<file path="src/rtl/core/quadratic_lagrange_derivative_top_defines.svh">
// Assertion macros used by the quadratic Lagrange derivative top level.
`ifndef QUADRATIC_LAGRANGE_DERIVATIVE_TOP_DEFINES_SVH
`define QUADRATIC_LAGRANGE_DERIVATIVE_TOP_DEFINES_SVH

// Check that a consequence holds in the same cycle.
`define QLD_ASSERT_SAME(label, pre, post) \
  label: assert property (@(posedge clk) disable iff (!rst_n) (pre) |-> (post)) \
    else $error("qld assertion failed");

// Check that a consequence holds in the next cycle.
`define QLD_ASSERT_NEXT(label, pre, post) \
  label: assert property (@(posedge clk) disable iff (!rst_n) (pre) |=> (post)) \
    else $error("qld assertion failed");

`endif

</file>
<file path="src/rtl/core/qld_pkg.sv">
// Package with widths, types and latency of the quadratic Lagrange derivative.
package qld_pkg;

  localparam int W     = 32;
  localparam int F     = 16;
  localparam int NUMW  = W + 2;
  localparam int PRODW = 2 * W + 2;
  localparam int DENW  = 2 * W;
  localparam int MAGW  = 2 * W + F;
  localparam int DMAGW = 2 * W - 1;
  localparam int QSW   = MAGW + 1;
  localparam int SUMW  = MAGW + 3;
  localparam int LAT   = MAGW + 5;

  typedef logic signed [W-1:0]     word_t;
  typedef logic signed [NUMW-1:0]  num_t;
  typedef logic signed [PRODW-1:0] prod_t;
  typedef logic signed [DENW-1:0]  den_t;
  typedef logic signed [QSW-1:0]   qs_t;
  typedef logic signed [SUMW-1:0]  sum_t;

  typedef struct packed {
    logic             valid;
    logic             neg;
    logic             zero;
    logic [MAGW-1:0]  nq;
    logic [DMAGW-1:0] d;
    logic [DMAGW-1:0] rem;
  } div_t;

endpackage

</file>
<file path="src/rtl/core/qld_post.sv">
// Back stages: sign the quotients, sum, saturate, force zero on a zero span and drive the result.
module qld_post (
  input  logic           clk,
  input  logic           rst_n,
  input  qld_pkg::div_t  q0,
  input  qld_pkg::div_t  q1,
  input  qld_pkg::div_t  q2,
  output logic           out_valid,
  output qld_pkg::word_t out_slope,
  output logic           out_error_flag
);
  import qld_pkg::*;

  logic v_r, z_r;
  qs_t  s0_r, s1_r, s2_r;
  sum_t sum;
  logic ovf;
  word_t wmax;

  always_ff @(posedge clk) begin
    if (!rst_n) begin
      v_r       <= 1'b0;
      out_valid <= 1'b0;
    end else begin
      v_r       <= q0.valid;
      out_valid <= v_r;
    end
  end

  always_ff @(posedge clk) begin
    z_r  <= q0.zero | q1.zero | q2.zero;
    s0_r <= q0.neg ? -qs_t'({1'b0, q0.nq}) : qs_t'({1'b0, q0.nq});
    s1_r <= q1.neg ? -qs_t'({1'b0, q1.nq}) : qs_t'({1'b0, q1.nq});
    s2_r <= q2.neg ? -qs_t'({1'b0, q2.nq}) : qs_t'({1'b0, q2.nq});
  end

  always_comb begin
    sum  = sum_t'(s0_r) + sum_t'(s1_r) + sum_t'(s2_r);
    ovf  = !((&sum[SUMW-1:W-1]) || !(|sum[SUMW-1:W-1]));
    wmax = {1'b0, {(W-1){1'b1}}};
  end

  always_ff @(posedge clk) begin
    if (z_r) begin
      out_slope      <= '0;
      out_error_flag <= 1'b1;
    end else if (ovf) begin
      out_slope      <= sum[SUMW-1] ? ~wmax : wmax;
      out_error_flag <= 1'b1;
    end else begin
      out_slope      <= sum[W-1:0];
      out_error_flag <= 1'b0;
    end
  end

endmodule

</file>
<file path="config.mk">
export PLATFORM = sky130hd
export DESIGN_NAME = qld_post
export DESIGN_NICKNAME = d
export VERILOG_FILES = /design/src/rtl/core/quadratic_lagrange_derivative_top_defines.svh /design/src/rtl/core/qld_pkg.sv /design/src/rtl/core/qld_post.sv
export SDC_FILE = /design/constraint.sdc
export NUM_CORES = 1
export LEC_CHECK = 0
export BUFFER_PORTS_ARGS = -buffer_cell sky130_fd_sc_hd__buf_2
export CORE_AREA = 4 4 254 256
export DETAILED_ROUTE_END_ITERATION = 7
export DIE_AREA = 0 0 258 260
export GPL_TIMING_DRIVEN = 0
export SLEW_MARGIN = 5
export SYNTH_ARGS = -nofsm -noshare
export SYNTH_HDL_FRONTEND = slang
export SYNTH_SLANG_ARGS = --single-unit
</file>
<file path="constraint.sdc">
create_clock -name clk -period 5.9 [get_ports clk]
set_input_delay 0.885 -clock clk [delete_from_list [all_inputs] [get_ports clk]]
set_output_delay 0.885 -clock clk [all_outputs]
set_load 0.005 [all_outputs]
</file>
# Word-level counts from Yosys, hierarchy flattened

Cells that the tools add are included.

Input bits: 629
Output and inout bits: 34
Register bits after elaboration: 279
Word-level logic and storage cells: 28

Multiplexer cells: 6
Add/subtract/negate cells: 5
Bitwise gates (word level): 2
Reduce and logical (&&, ||, !) cells: 4

Operators with widths:

| kind               | count |
|---|---|
| $neg A80 Y81       | 3 |
| $mux W80           | 3 |
| $add A82 B81 Y83   | 1 |
| $add A81 B81 Y82   | 1 |
| $mux W32           | 2 |
| $reduce_and A52 Y1 | 1 |
| $reduce_or A52 Y1  | 1 |
| $or A1 B1 Y1       | 2 |
| $logic_not A1 Y1   | 1 |
| $logic_or A1 B1 Y1 | 1 |
| $mux W1            | 1 |

# Logic depth before layout (Yosys ltp)

Gate-level depths: netlist of run 1.

Word-level depth: 6
Mapped depth: 18
Depth with buffers taken out: 17

# Worst setup path before layout of run 1

No wires, ideal clock.

Kind: in2reg
Start point: in q0[156] in the netlist's numbering
End point: reg s0_r[80]
Path buffers: 0
Required time: 5775 ps
Data arrival time: 4884 ps
Path slack: 891 ps
Cell stages on the path: 10
Setup time: 125 ps
Path through: or3_1 -> or3_1 -> or3_2 -> or3_1 -> or4_4 -> or3_4 -> or4_4 -> or4_4 -> or3b_4 -> o41a_1

Longest elaborated chain between the ends: 1

RTL lines:

| element              | line           | text |
|---|---|---|
| from (decl)          | qld_post.sv:5  | `input qld_pkg::div_t q0,` |
| $neg A80 Y81         | qld_post.sv:32 | `s0_r <= q0.neg ? -qs_t'({1'b0, q0.nq}) : qs_t'({1'b0, q0.nq});` |
| to (signal assigned) | qld_post.sv:32 |  |
| to (decl)            | qld_post.sv:15 | `qs_t s0_r, s1_r, s2_r;` |

Every way passes these cells.
A chain may end at the register's enable or synchronous reset.

# Final worst setup path of run 1

Start point: reg s2_r[8]
End point: reg out_slope[16]

Longest elaborated chain between the ends: 5
Elaborated cells between the ends (all ways): 7
Classes of those cells: add/sub (1); mux (2); reduce/logical (4)

RTL lines:

| element                | line           | text |
|---|---|---|
| from (decl)            | qld_post.sv:15 |  |
| from (signal assigned) | qld_post.sv:34 | `s2_r <= q2.neg ? -qs_t'({1'b0, q2.nq}) : qs_t'({1'b0, q2.nq});` |
| $add A82 B81 Y83 (*)   | qld_post.sv:38 | `sum = sum_t'(s0_r) + sum_t'(s1_r) + sum_t'(s2_r);` |
| $reduce_or A52 Y1      | qld_post.sv:39 | `ovf = !((&sum[SUMW-1:W-1]) \|\| !(\|sum[SUMW-1:W-1]));` |
| $logic_not A1 Y1       | qld_post.sv:39 |  |
| $logic_or A1 B1 Y1     | qld_post.sv:39 |  |
| $mux W32 (*)           | qld_post.sv:47 | `end else if (ovf) begin` |
| to (signal assigned)   | qld_post.sv:48 | `out_slope <= sum[SUMW-1] ? ~wmax : wmax;` |
| to (signal assigned)   | qld_post.sv:51 | `out_slope <= sum[W-1:0];` |
| to (decl)              | qld_post.sv:9  | `output qld_pkg::word_t out_slope,` |

Every way passes the cells marked *; elsewhere a longest branch is shown, timed or not.

==> results of run 1 <==
-- layer usage --
layer	up-vias	share of wire [%]	GRT usage (%)
met4	2	3.1	6.60
met3	111	6.3	2.31
met2	815	44	34.7
li1	9102	-	-
met1	9207	47	32.6
met5	-	0.0089	0
-- flip-flops by register name, indices dropped and copies added, names as in the netlist --
| register | cells |
|---|---|
| s2_r | 81 |
| out_error_flag | 1 |
| s0_r | 81 |
| out_valid | 1 |
| out_slope | 32 |
| z_r | 1 |
| v_r | 1 |
| s1_r | 81 |
-- repair_timing --
action,in CTS,in global routing
pin swaps,0,6
setup buffers,0,9
setup endpoints to repair,31,31
gates resized for setup,13,25
-- worst max path at each step --
| stage | end | depth (start not counted) |
|---|---|---|
| 6_report | out_slope[16]$_SDFF_PP0_ | 15 |
| 5_1_grt | out_slope[16]$_SDFF_PP0_ | 15 |
| 4_1_cts | out_slope[25]$_SDFF_PP0_ | 16 |
| 3_5_place_dp | out_slope[30]$_SDFF_PP0_ | 16 |
| 3_3_place_gp | out_slope[30]$_SDFF_PP0_ | 16 |
| 2_1_floorplan | s0_r[80]$_SDFF_PN0_ | 10 |
-- synthesized netlist by cell type (all sizes together) (46+ instances only) --
master	instances	area, um^2
dfxtp	279	5590
nand2	250	938
xnor2	243	2130
a21oi	188	941
o21ai	166	835
nor2	156	586
clkbuf	91	342
ha	84	1050
fa	82	1640
nand4	73	463
o31ai	65	488
nor3	54	270
or3	48	309
nand3	46	230
-- per-stage QoR --
stage / setup TNS, ns / setup slack [ns]
finish: 0 / 0.183
floorplan: 0 / 0.891
detailed placement: -18.18 / -0.756
global placement: -20.84 / -0.847
CTS: 0 / 0.00888
global route: 0 / 0.0000822
-- area by class of cell --
cell class | instances | area [um^2]
Sequential cell | 279 | 5590
Inverter | 38 | 143
Multi-Input combinational cell | 1906 | 13700
Antenna cell | 3 | 7.51
Clock inverter | 18 | 199
Tap cell | 846 | 1060
Timing Repair Buffer | 288 | 1460
Fill cell | 6521 | 39300
Buffer | 87 | 343
Clock buffer | 34 | 773
-- power groups by stage --
stage	sequential [W]	combinational (W)	clock (W)
floorplan	0.00221	0.00296	0
detailed placement	0.00227	0.00437	0
global route	0.00225	0.00502	0.00197
global placement	0.00227	0.00439	0
finish	0.00223	0.00462	0.00186
CTS	0.00223	0.00443	0.00188
-- kinds of logic after synthesis --
group	Yosys count
and+or+nand+nor	821
AOI/OAI and AO/OA	625
xor gates and xnor gates	288
DFF	279
adders and majority gates	166
buffers and inverters	135
muxes	6
==> metrics.md, run 1 <==
| Metric | Value |
|---|---|
| Post-Synthesis Cell Area | `0.0196 mm^2` |
| Initial core utilization | `a little under a third` |
| Compound-Gate Fraction of Synth Area | `about a fifth` |
| Total track usage | `about 22%` |
| Synth Area per Inst | `about 8.4 um^2` |
| Sw Ratio | `~46%` |
| H-Tree Depth | `1` |
| Final Non-Filler Cells | `about 3.5k` |
| Max-Slew Margin vs Limit | `25.0%` |
| Setup slack, reg-to-reg | `around 0.18 ns` |
| Post-Route Skew | `0.0348 ns` |
| Mux cell area share after synthesis | `0.320%` |
| TritonRoute pass-1 iters | `5` |
| HP Start | `v_r$_SDFF_PN0_` |
| CTS tree | `done` |
| Die footprint | `roughly 0.067 mm^2` |
| DR iter-0 viols | `roughly 1.8k` |
| Clock buffer depth | `3` |
| Worst EP arrival | `6.15 ns` |
| NetSw | `approximately 0.004 W` |
| Pwr dens | `approximately 370 mW/mm^2` |
| Hold buffers post-CTS | `0` |
| Initial antenna violation count | `4` |
| Layout area overhead | `18.8%` |
| Most frequent cells in the layout | `buf_2 (279), dfxtp_1 (279), nand2_1 (250)` |
| WS Path Type | `register to register` |
| Drc violations | `0` |
| Clk Latency, worst-skew pair | `0.58 ns` |
| CP Launch Point | `s2_r[8]$_DFF_P_` |
| First-pass GRT wire length | `115,000 um` |
| Tcrit/Tclk final | `96.9%` |
| Vias in the first global route | `roughly 18k` |
| XOR/XNOR Fraction of Synth Area | `between 10% and 20%` |
| CTS clock-pin slew for the worst setup and hold paths | `0.07 ns` |
| R2R depth | `15` |
| Antenna viol nets, final | `0` |
| Final #Nets | `about 3.4k` |
| Fin crit period | `between 5 and 6 ns` |
| Design area | `about 0.023 mm^2` |
| Layout cells sized above 1 | `~16%` |
| Dominant synthesized flop cell | `dfxtp_1` |
| Max stage delay on crit path | `approximately 0.64 ns` |
| Number of flops mapped to enable cells by yosys | `0` |
| # IOs | `roughly 660` |
| Vias | `19.2k` |
| Status | `completed` |
| Max VDD drop | `about 0.26 mV` |
| Fin. Hold Viols | `0` |
| Dpl cell area | `roughly 0.022 mm^2` |
| Tot Pwr | `around 0.0087 W` |
| Maximum fanout along the worst path | `10` |
| Fin Hold WS | `approximately 0.43 ns` |
| Final wirelength | `between 70,000 and 80,000 um` |
| CP Cell Sequence | `fa_1, ha_1, clkbuf_1, a21oi_1, o21ai_0, a211oi_2, o22ai_1, or4_1, and4_1, a2111oi_0, nand4_1, or4_1, o31ai_4, clkbuf_1, a21oi_1` |
| Remaining global-route overflow | `0` |
| Placed insts | `roughly 3.4k` |
| Num CTS Buffers | `28` |
| Adder-cell share of the synthesized area | `~14%` |
| Logic pwr share | `53.1%` |
| Crit path launch type | `register` |
| Hold Path Cell Cnt | `1` |
| Fin util | `a little under two fifths` |
| Yosys synthesis warning count | `0` |
| Reg-to-reg endpoint | `out_slope[16]$_SDFF_PP0_` |
| Main combinational cell family by area after synthesis | `simple AND/OR/NAND/NOR gates` |
| CP delay by family, top | `compound AO/OA/AOI/OAI gates` |
| Synth Register Bits | `between 200 and 300` |
| Simple-Gate Fraction of Synth Area | `between 20% and 30%` |
| Die width | `about 260 um` |
| Post-detail-place hpwl | `67,400 um` |
| Wirelength per Cell | `between 20 and 25 um` |
| Final setup fails | `0` |
| Clock Power Share | `a little over a fifth` |
| Sequential area share after synthesis | `between 20% and 30%` |
| Largest net degree at the start of global routing | `18` |
| Hold endpoint | `out_valid$_SDFF_PN0_` |
| R2r startpoint | `s2_r[8]$_DFF_P_` |
| Post-Synthesis Net Count | `around 3.1k` |
| Final Wtd Congestion | `a little over 1` |
| Post-synth ARST share | `0%` |
| Max capacitance violation total | `0` |
| Final Max Slew Viols | `0` |
| Num rows | `a little over 90` |
| Clock Tree Root | `clkbuf_16` |
| Clock sink total | `279` |
| Synth Instances | `~2.3k` |
| Seq pwr share | `about a quarter` |
| Least-Margin Pin Slew | `~1.1 ns` |
| Leakage | `~8.6 nW` |
| Count of cell types in the netlist | `80` |
| Vias per cell | `5.50` |
| WP data required | `around 6.3 ns` |
| DIE HEIGHT | `between 200 and 300 um` |
| Core area | `0.0625 mm^2` |
| RSZ-0062 raised after global routing | `no` |
| Hold Crit Class | `register to register` |
| PortBufs | `roughly 280` |
| Crit end category | `register` |
| Max Fclk | `between 150 and 200 MHz` |
| Worst Path Buf+Inv | `2` |
| Crit path max-delay cell type | `or4_1` |
| P_int | `roughly 0.0047 W` |
No activity file was read; power rests on OpenSTA's default activity.
==> run 2, diff against run 1 <==
--- a/config.mk
+++ b/config.mk
@@ -6,10 +6,13 @@
 export NUM_CORES = 1
 export LEC_CHECK = 0
 export BUFFER_PORTS_ARGS = -buffer_cell sky130_fd_sc_hd__buf_2
-export CORE_AREA = 4 4 254 256
+export CELL_PAD_IN_SITES_DETAIL_PLACEMENT = 1
+export CELL_PAD_IN_SITES_GLOBAL_PLACEMENT = 2
+export CORE_MARGIN = 4
+export CORE_UTILIZATION = 29
 export DETAILED_ROUTE_END_ITERATION = 7
-export DIE_AREA = 0 0 258 260
 export GPL_TIMING_DRIVEN = 0
+export PLACE_DENSITY_LB_ADDON = 0.1
 export SLEW_MARGIN = 5
 export SYNTH_ARGS = -nofsm -noshare
 export SYNTH_HDL_FRONTEND = slang
==> metrics.md, run 2 (same netlist as run 1, synthesis figures left out) <==
| Metric | Value |
|---|---|
| Num CTS Buffers | `35 (was 28)` |
| R2R depth | `16 (was 15)` |
| Top sig layer | `met5 (unchanged)` |
| Final #Nets | `3,409 (was 3,423)` |
| Max VDD drop | `0.173 mV (was 0.257 mV)` |
| Drc violations | `0 (unchanged)` |
| Fin. Hold Viols | `0 (unchanged)` |
| Status | `completed (unchanged)` |
| Maximum fanout along the worst path | `10 (unchanged)` |
| WS Path Type | `register to register (unchanged)` |
| DIE HEIGHT | `268 um (was 260 um)` |
| R2r startpoint | `s1_r[26]$_DFF_P_ (was s2_r[8]$_DFF_P_)` |
| DR iter-0 viols | `1,246 (was 1,799)` |
| DR WL met3 | `4780 um (was 4940 um)` |
| Final wirelength | `94,600 um (was 78,400 um)` |
| WP data required | `6.33 ns (about the same)` |
| Least-Margin Pin Slew | `1.03 ns (was 1.12 ns)` |
| Vias in the first global route | `19.8k (was 18.4k)` |
| TritonRoute pass-1 iters | `5 (unchanged)` |
| Antenna viol nets, final | `0 (unchanged)` |
| Hold Crit Class | `register to register (unchanged)` |
| Layout area overhead | `20.7% (was 18.8%)` |
| Tcrit/Tclk final | `97.9% (was 96.9%)` |
| Die footprint | `0.0717 mm^2 (was 0.0671 mm^2)` |
| Post-Route M1 WL | `49,300 um (was 36,900 um)` |
| Max-Slew Margin vs Limit | `30.8% (was 25.0%)` |
| Max capacitance violation total | `0 (unchanged)` |
| Final Wtd Congestion | `0.918 (was 1.02)` |
| Reg-to-reg endpoint | `out_slope[20]$_SDFF_PP0_ (was out_slope[16]$_SDFF_PP0_)` |
| Remaining global-route overflow | `0 (unchanged)` |
| Final Max Slew Viols | `0 (unchanged)` |
| Fin Hold WS | `0.436 ns (was 0.433 ns)` |
| H-Tree Depth | `2 (was 1)` |
| Post-Route Skew | `0.0473 ns (was 0.0348 ns)` |
| Leakage | `8.69 nW (was 8.56 nW)` |
| Core area | `0.0663 mm^2 (was 0.0625 mm^2)` |
| CTS tree | `done (unchanged)` |
| Worst EP arrival | `6.20 ns (was 6.15 ns)` |
| Vias per cell | `5.47 (was 5.50)` |
| PortBufs | `279 (unchanged)` |
| CP Launch Point | `s1_r[26]$_DFF_P_ (was s2_r[8]$_DFF_P_)` |
| Wirelength per Cell | `27.0 um (was 22.4 um)` |
| Setup slack, reg-to-reg | `0.12 ns (was 0.18 ns)` |
| Clock buffer depth | `3 (unchanged)` |
| # IOs | `663 (unchanged)` |
| Layout cells sized above 1 | `17.9% (was 15.7%)` |
| Vias | `19.2k (about the same)` |
| Hold buffers post-CTS | `0 (unchanged)` |
| Hold Path Cell Cnt | `1 (unchanged)` |
| Clock Tree Root | `clkbuf_16 (unchanged)` |
| # fillers | `7,891 (was 6,521)` |
| Max Fclk | `173 MHz (was 175 MHz)` |
| Post-detail-place hpwl | `83,200 um (was 67,400 um)` |
| Fin crit period | `5.78 ns (was 5.72 ns)` |
| First-pass GRT wire length | `136,000 um (was 115,000 um)` |
| Initial core utilization | `29.5% (was 31.3%)` |
| Clk Latency, worst-skew pair | `0.57 ns (was 0.58 ns)` |
| Crit path launch type | `register (unchanged)` |
| Clock sink total | `279 (unchanged)` |
| Crit end category | `register (unchanged)` |
| Die width | `268 um (was 258 um)` |
| Total track usage | `25.7% (was 22.3%)` |
| CTS clock-pin slew for the worst setup and hold paths | `0.07 ns (about the same)` |
| Largest net degree at the start of global routing | `16 (was 18)` |
| Initial antenna violation count | `6 (was 4)` |
| Critical Path End | `out_slope[20]$_SDFF_PP0_ (was out_slope[16]$_SDFF_PP0_)` |
| Num rows | `94 (was 92)` |
| Pwr dens | `403 mW/mm^2 (was 375 mW/mm^2)` |
| Length of routed met2 wiring | `38,400 um (was 34,100 um)` |
| Largest registers | `s0_r (81), s1_r (81), s2_r (81) (unchanged)` |
| Fin util | `35.6% (was 37.2%)` |
| Most frequent cells in the layout | `buf_2 (279), dfxtp_1 (279), nand2_1 (250) (unchanged)` |
| Final setup fails | `0 (unchanged)` |
| Tot Pwr | `0.00953 W (was 0.00871 W)` |
run 2: metrics by stage:
| step | cell area [um^2] | setup TNS [ns] | worst slack, ns | instances |
|---|---|---|---|---|
| 2_1_floorplan | 19600 | 0 | 0.891 | 2320 |
| 3_3_place_gp | 22000 | -49.50 | -1.70 | 3463 |
| 3_5_place_dp | 22000 | -46.15 | -1.54 | 3463 |
| 4_1_cts | 23400 | -0.000706 | -0.000706 | 3524 |
| 5_1_grt | 23600 | -0.00780 | -0.00633 | 3505 |
| 6_report | 23600 | 0 | 0.123 | 3508 |
run 2: worst min path at each step:
stage / endpoint / startpoint
after floorplan: out_valid$_SDFF_PN0_ / v_r$_SDFF_PN0_
after global placement: out_valid$_SDFF_PN0_ / v_r$_SDFF_PN0_
after detailed placement: out_valid$_SDFF_PN0_ / v_r$_SDFF_PN0_
after CTS: out_valid$_SDFF_PN0_ / v_r$_SDFF_PN0_
after global routing: s1_r[0]$_DFF_P_ / q1[126]
final: out_valid$_SDFF_PN0_ / v_r$_SDFF_PN0_
run 2: where the power goes:
part           internal [W]  switching [W]
Sequential          0.00209       0.000149
Clock               0.00133       0.000879
Combinational       0.00166        0.00342
Total               0.00508        0.00445
run 2: worst max-delay path: stages (launching register included):
cell and delay [ns]:
dfxtp_1 0.41, fa_1 0.47, ha_2 0.44, nand4_1 0.27, nor4_4 0.44, nand2_1 0.25, a211oi_4 0.48, buf_4 0.20
nor3_4 0.05, a21oi_1 0.21, nor2b_1 0.09, a2111oi_0 0.45, nand4_1 0.26, or4_1 0.65, o31ai_4 0.51, clkbuf_2 0.33
a21oi_1 0.11
run 2: what timing repair did:
item / in CTS / in global routing
pin swaps: 5 / 12
resized for setup: 33 / 61
buffers inserted: 4 / 14
setup endpoints to repair: 32 / 31
run 2: area by class of cell:
class	count	area [um^2]	area share [%]
Inverter	38	143	0.604
Antenna cell	4	10.0	0.0424
Multi-Input combinational cell	1906	13800	58.5
Clock inverter	16	221	0.938
Sequential cell	279	5590	23.6
Timing Repair Buffer	297	1530	6.48
Buffer	57	239	1.01
Clock buffer	47	991	4.20
Tap cell	864	1080	4.58
run 2: per-layer routing:
layer	vias up	track usage (%)
met1	9488	40.9
met2	528	36.8
li1	9069	-
met5	-	0
met3	91	3.10
met4	2	5.17
==> run 3, diff against run 2 <==
--- a/config.mk
+++ b/config.mk
@@ -5,7 +5,7 @@
 export SDC_FILE = /design/constraint.sdc
 export NUM_CORES = 1
 export LEC_CHECK = 0
-export BUFFER_PORTS_ARGS = -buffer_cell sky130_fd_sc_hd__buf_2
+export BUFFER_PORTS_ARGS = -buffer_cell sky130_fd_sc_hd__buf_4
 export CELL_PAD_IN_SITES_DETAIL_PLACEMENT = 1
 export CELL_PAD_IN_SITES_GLOBAL_PLACEMENT = 2
 export CORE_MARGIN = 4
==> metrics.md, run 3 (same netlist as run 1, synthesis figures left out) <==
| Metric | Value |
|---|---|
| Fin. Hold Viols | `0 (unchanged)` |
| Num rows | `94 (unchanged)` |
| Max-Slew Margin vs Limit | `25.0% (was 30.8%)` |
| Length of routed met2 wiring | `37,900 um (was 38,400 um)` |
| Die footprint | `0.0717 mm^2 (unchanged)` |
| Sw Ratio | `46.0% (was 46.7%)` |
| NetSw | `0.00437 W (was 0.00445 W)` |
| Initial core utilization | `29.5% (unchanged)` |
| Remaining global-route overflow | `0 (unchanged)` |
| H-Tree Depth | `1 (was 2)` |
| WS Path Type | `register to register (unchanged)` |
| Vias in the first global route | `19.9k (was 19.8k)` |
| Pwr dens | `391 mW/mm^2 (was 403 mW/mm^2)` |
| Total track usage | `25.6% (was 25.7%)` |
| Worst EP arrival | `6.15 ns (was 6.20 ns)` |
| Final setup fails | `0 (unchanged)` |
| Antenna viol nets, final | `0 (unchanged)` |
| WP data required | `6.36 ns (was 6.33 ns)` |
| P_int | `0.00512 W (was 0.00508 W)` |
| Least-Margin Pin Slew | `1.11 ns (was 1.03 ns)` |
| Reg area | `0.00559 mm^2 (unchanged)` |
| TritonRoute pass-1 iters | `5 (unchanged)` |
| Tcrit/Tclk final | `96.5% (was 97.9%)` |
| Max VDD drop | `0.292 mV (was 0.173 mV)` |
| Hold buffers post-CTS | `0 (unchanged)` |
| Crit end category | `register (unchanged)` |
| Max Fclk | `176 MHz (was 173 MHz)` |
| Area of the multi-input gates | `0.0138 mm^2 (about the same)` |
| Post-detail-place hpwl | `82,400 um (was 83,200 um)` |
| DR iter-0 viols | `1,134 (was 1,246)` |
| CTS clock-pin slew for the worst setup and hold paths | `0.06 ns (was 0.07 ns)` |
| Clock Power Share | `22.5% (was 23.2%)` |
| Clock buffer depth | `3 (unchanged)` |
| Layout cells sized above 1 | `17.5% (was 17.9%)` |
| Leakage | `8.88 nW (was 8.69 nW)` |
| Status | `completed (unchanged)` |
| Logic pwr share | `53.9% (was 53.3%)` |
| DIE HEIGHT | `268 um (unchanged)` |
| Max capacitance violation total | `0 (unchanged)` |
| Initial antenna violation count | `6 (unchanged)` |
| Post-Route Skew | `0.0152 ns (was 0.0473 ns)` |
| Final Wtd Congestion | `0.946 (was 0.918)` |
| # fillers | `7,876 (was 7,891)` |
| Wirelength per Cell | `26.7 um (was 27.0 um)` |
| Placed insts | `3,463 (unchanged)` |
| Final Non-Filler Cells | `3,505 (was 3,508)` |
| Post-Route M1 WL | `49,200 um (was 49,300 um)` |
| First-pass GRT wire length | `136,000 um (about the same)` |
| Dpl ws | `-1.36 ns (was -1.54 ns)` |
| Layout area overhead | `23.9% (was 20.7%)` |
| Largest registers | `s0_r (81), s1_r (81), s2_r (81) (unchanged)` |
| Seq pwr share | `23.6% (was 23.5%)` |
| PortBufs | `279 (unchanged)` |
| Final WS setup | `0.205 ns (was 0.123 ns)` |
| Final Max Slew Viols | `0 (unchanged)` |
| Design area | `0.0242 mm^2 (was 0.0236 mm^2)` |
| Drc violations | `0 (unchanged)` |
| Largest net degree at the start of global routing | `17 (was 16)` |
| Dpl cell area | `0.0227 mm^2 (was 0.0220 mm^2)` |
| # IOs | `663 (unchanged)` |
| Fin crit period | `5.69 ns (was 5.78 ns)` |
| Core area | `0.0663 mm^2 (unchanged)` |
| Final #Nets | `3,405 (was 3,409)` |
| Vias | `19.2k (about the same)` |
| Clock Tree Root | `clkbuf_16 (unchanged)` |
| Vias per cell | `5.48 (was 5.47)` |
| Most frequent cells in the layout | `buf_4 (292), dfxtp_1 (279), nand2_1 (250) (was buf_2 (279), dfxtp_1 (279), nand2_1 (250))` |
| Clock sink total | `279 (unchanged)` |
| Maximum fanout along the worst path | `10 (unchanged)` |
| Clk Latency, worst-skew pair | `0.59 ns (was 0.57 ns)` |
| Final wirelength | `93,700 um (was 94,600 um)` |
| Fin util | `36.6% (was 35.6%)` |
| Hold Crit Class | `input pin to register (was register to register)` |
| Crit path launch type | `register (unchanged)` |
| DR WL met3 | `4400 um (was 4780 um)` |
| Num CTS Buffers | `31 (was 35)` |
| CTS tree | `done (unchanged)` |
| Top sig layer | `met4 (was met5)` |
| Die width | `268 um (unchanged)` |
| Commonest non-fill, non-tap cell in the layout | `buf_4` |
## run 3: cell types whose count changed in the layout (fill, tap and decap cells not counted), sizes merged, moves of 2 or more
| cell | previous run | this run |
|---|---|---|
| buf | 303 | 298 |
| bufinv | 3 | 6 |
| clkinv | 6 | 4 |
| diode | 4 | 7 |
| inv | 43 | 41 |
## run 3: metal layers
metal,vias to the layer above,track usage (%)
li1,9066,-
met1,9528,41.0
met2,540,36.8
met3,89,2.43
met4,0,5.70
met5,-,0
## run 3: area by class of cell
| type | count | share of cell area (%) |
|---|---|---|
| sequential | 279 | 23.0 |
| buffer | 62 | 1.06 |
| clock inverter | 16 | 1.08 |
| antenna | 7 | 0.0722 |
| clock buffer | 41 | 3.64 |
| timing repair buffer | 292 | 9.04 |
| inverter | 38 | 0.588 |
| tap | 864 | 4.46 |
| multi-input combinational | 1906 | 57.0 |
## run 3: repair_timing
item / CTS / global route
gates resized for setup: 35 / 56
setup buffers: 5 / 8
endpoints found under the setup margin: 32 / 31
pin swaps: 4 / 9
## run 3: path summary, 6_finish.rpt
check                                      start                        to  slack (ns)  cells after the start
worst max-delay path            s2_r[21]$_DFF_P_  out_slope[20]$_SDFF_PP0_        0.21                     15
worst min-delay path                     q1[126]           s1_r[0]$_DFF_P_        0.43                      1
worst max register to register  s2_r[21]$_DFF_P_  out_slope[20]$_SDFF_PP0_        0.21                     15
worst min register to register    v_r$_SDFF_PN0_      out_valid$_SDFF_PN0_        0.43                      1
## run 3: metrics by stage
stage                     power [W]  hold WS [ns]  TNS (ns)
after floorplan             0.00517         0.406         0
after global placement      0.00709         0.417    -43.79
after detailed placement    0.00710         0.421    -40.06
after CTS                   0.00938         0.384         0
after global routing         0.0101         0.395   -0.0647
final                       0.00949         0.426         0
## run 3: power by group through the flow
stage	combinational, W	sequential (W)	clock, W
after CTS	0.00495	0.00224	0.00220
after floorplan	0.00296	0.00221	0
final	0.00512	0.00224	0.00214
after detailed placement	0.00482	0.00228	0
after global routing	0.00559	0.00225	0.00227
after global placement	0.00482	0.00227	0
## run 3: critical path, cell delays in order, from the launching register on
cell	delay, ns
dfxtp_1	0.40
fa_1	0.44
ha_1	0.46
a21oi_1	0.41
o21ai_0	0.29
a21oi_1	0.45
o221ai_4	0.22
nor3_4	0.35
nand3_1	0.14
nor2b_1	0.16
a2111oi_0	0.44
nand4_1	0.22
or4_1	0.65
o31ai_4	0.51
clkbuf_2	0.32
a21oi_1	0.11
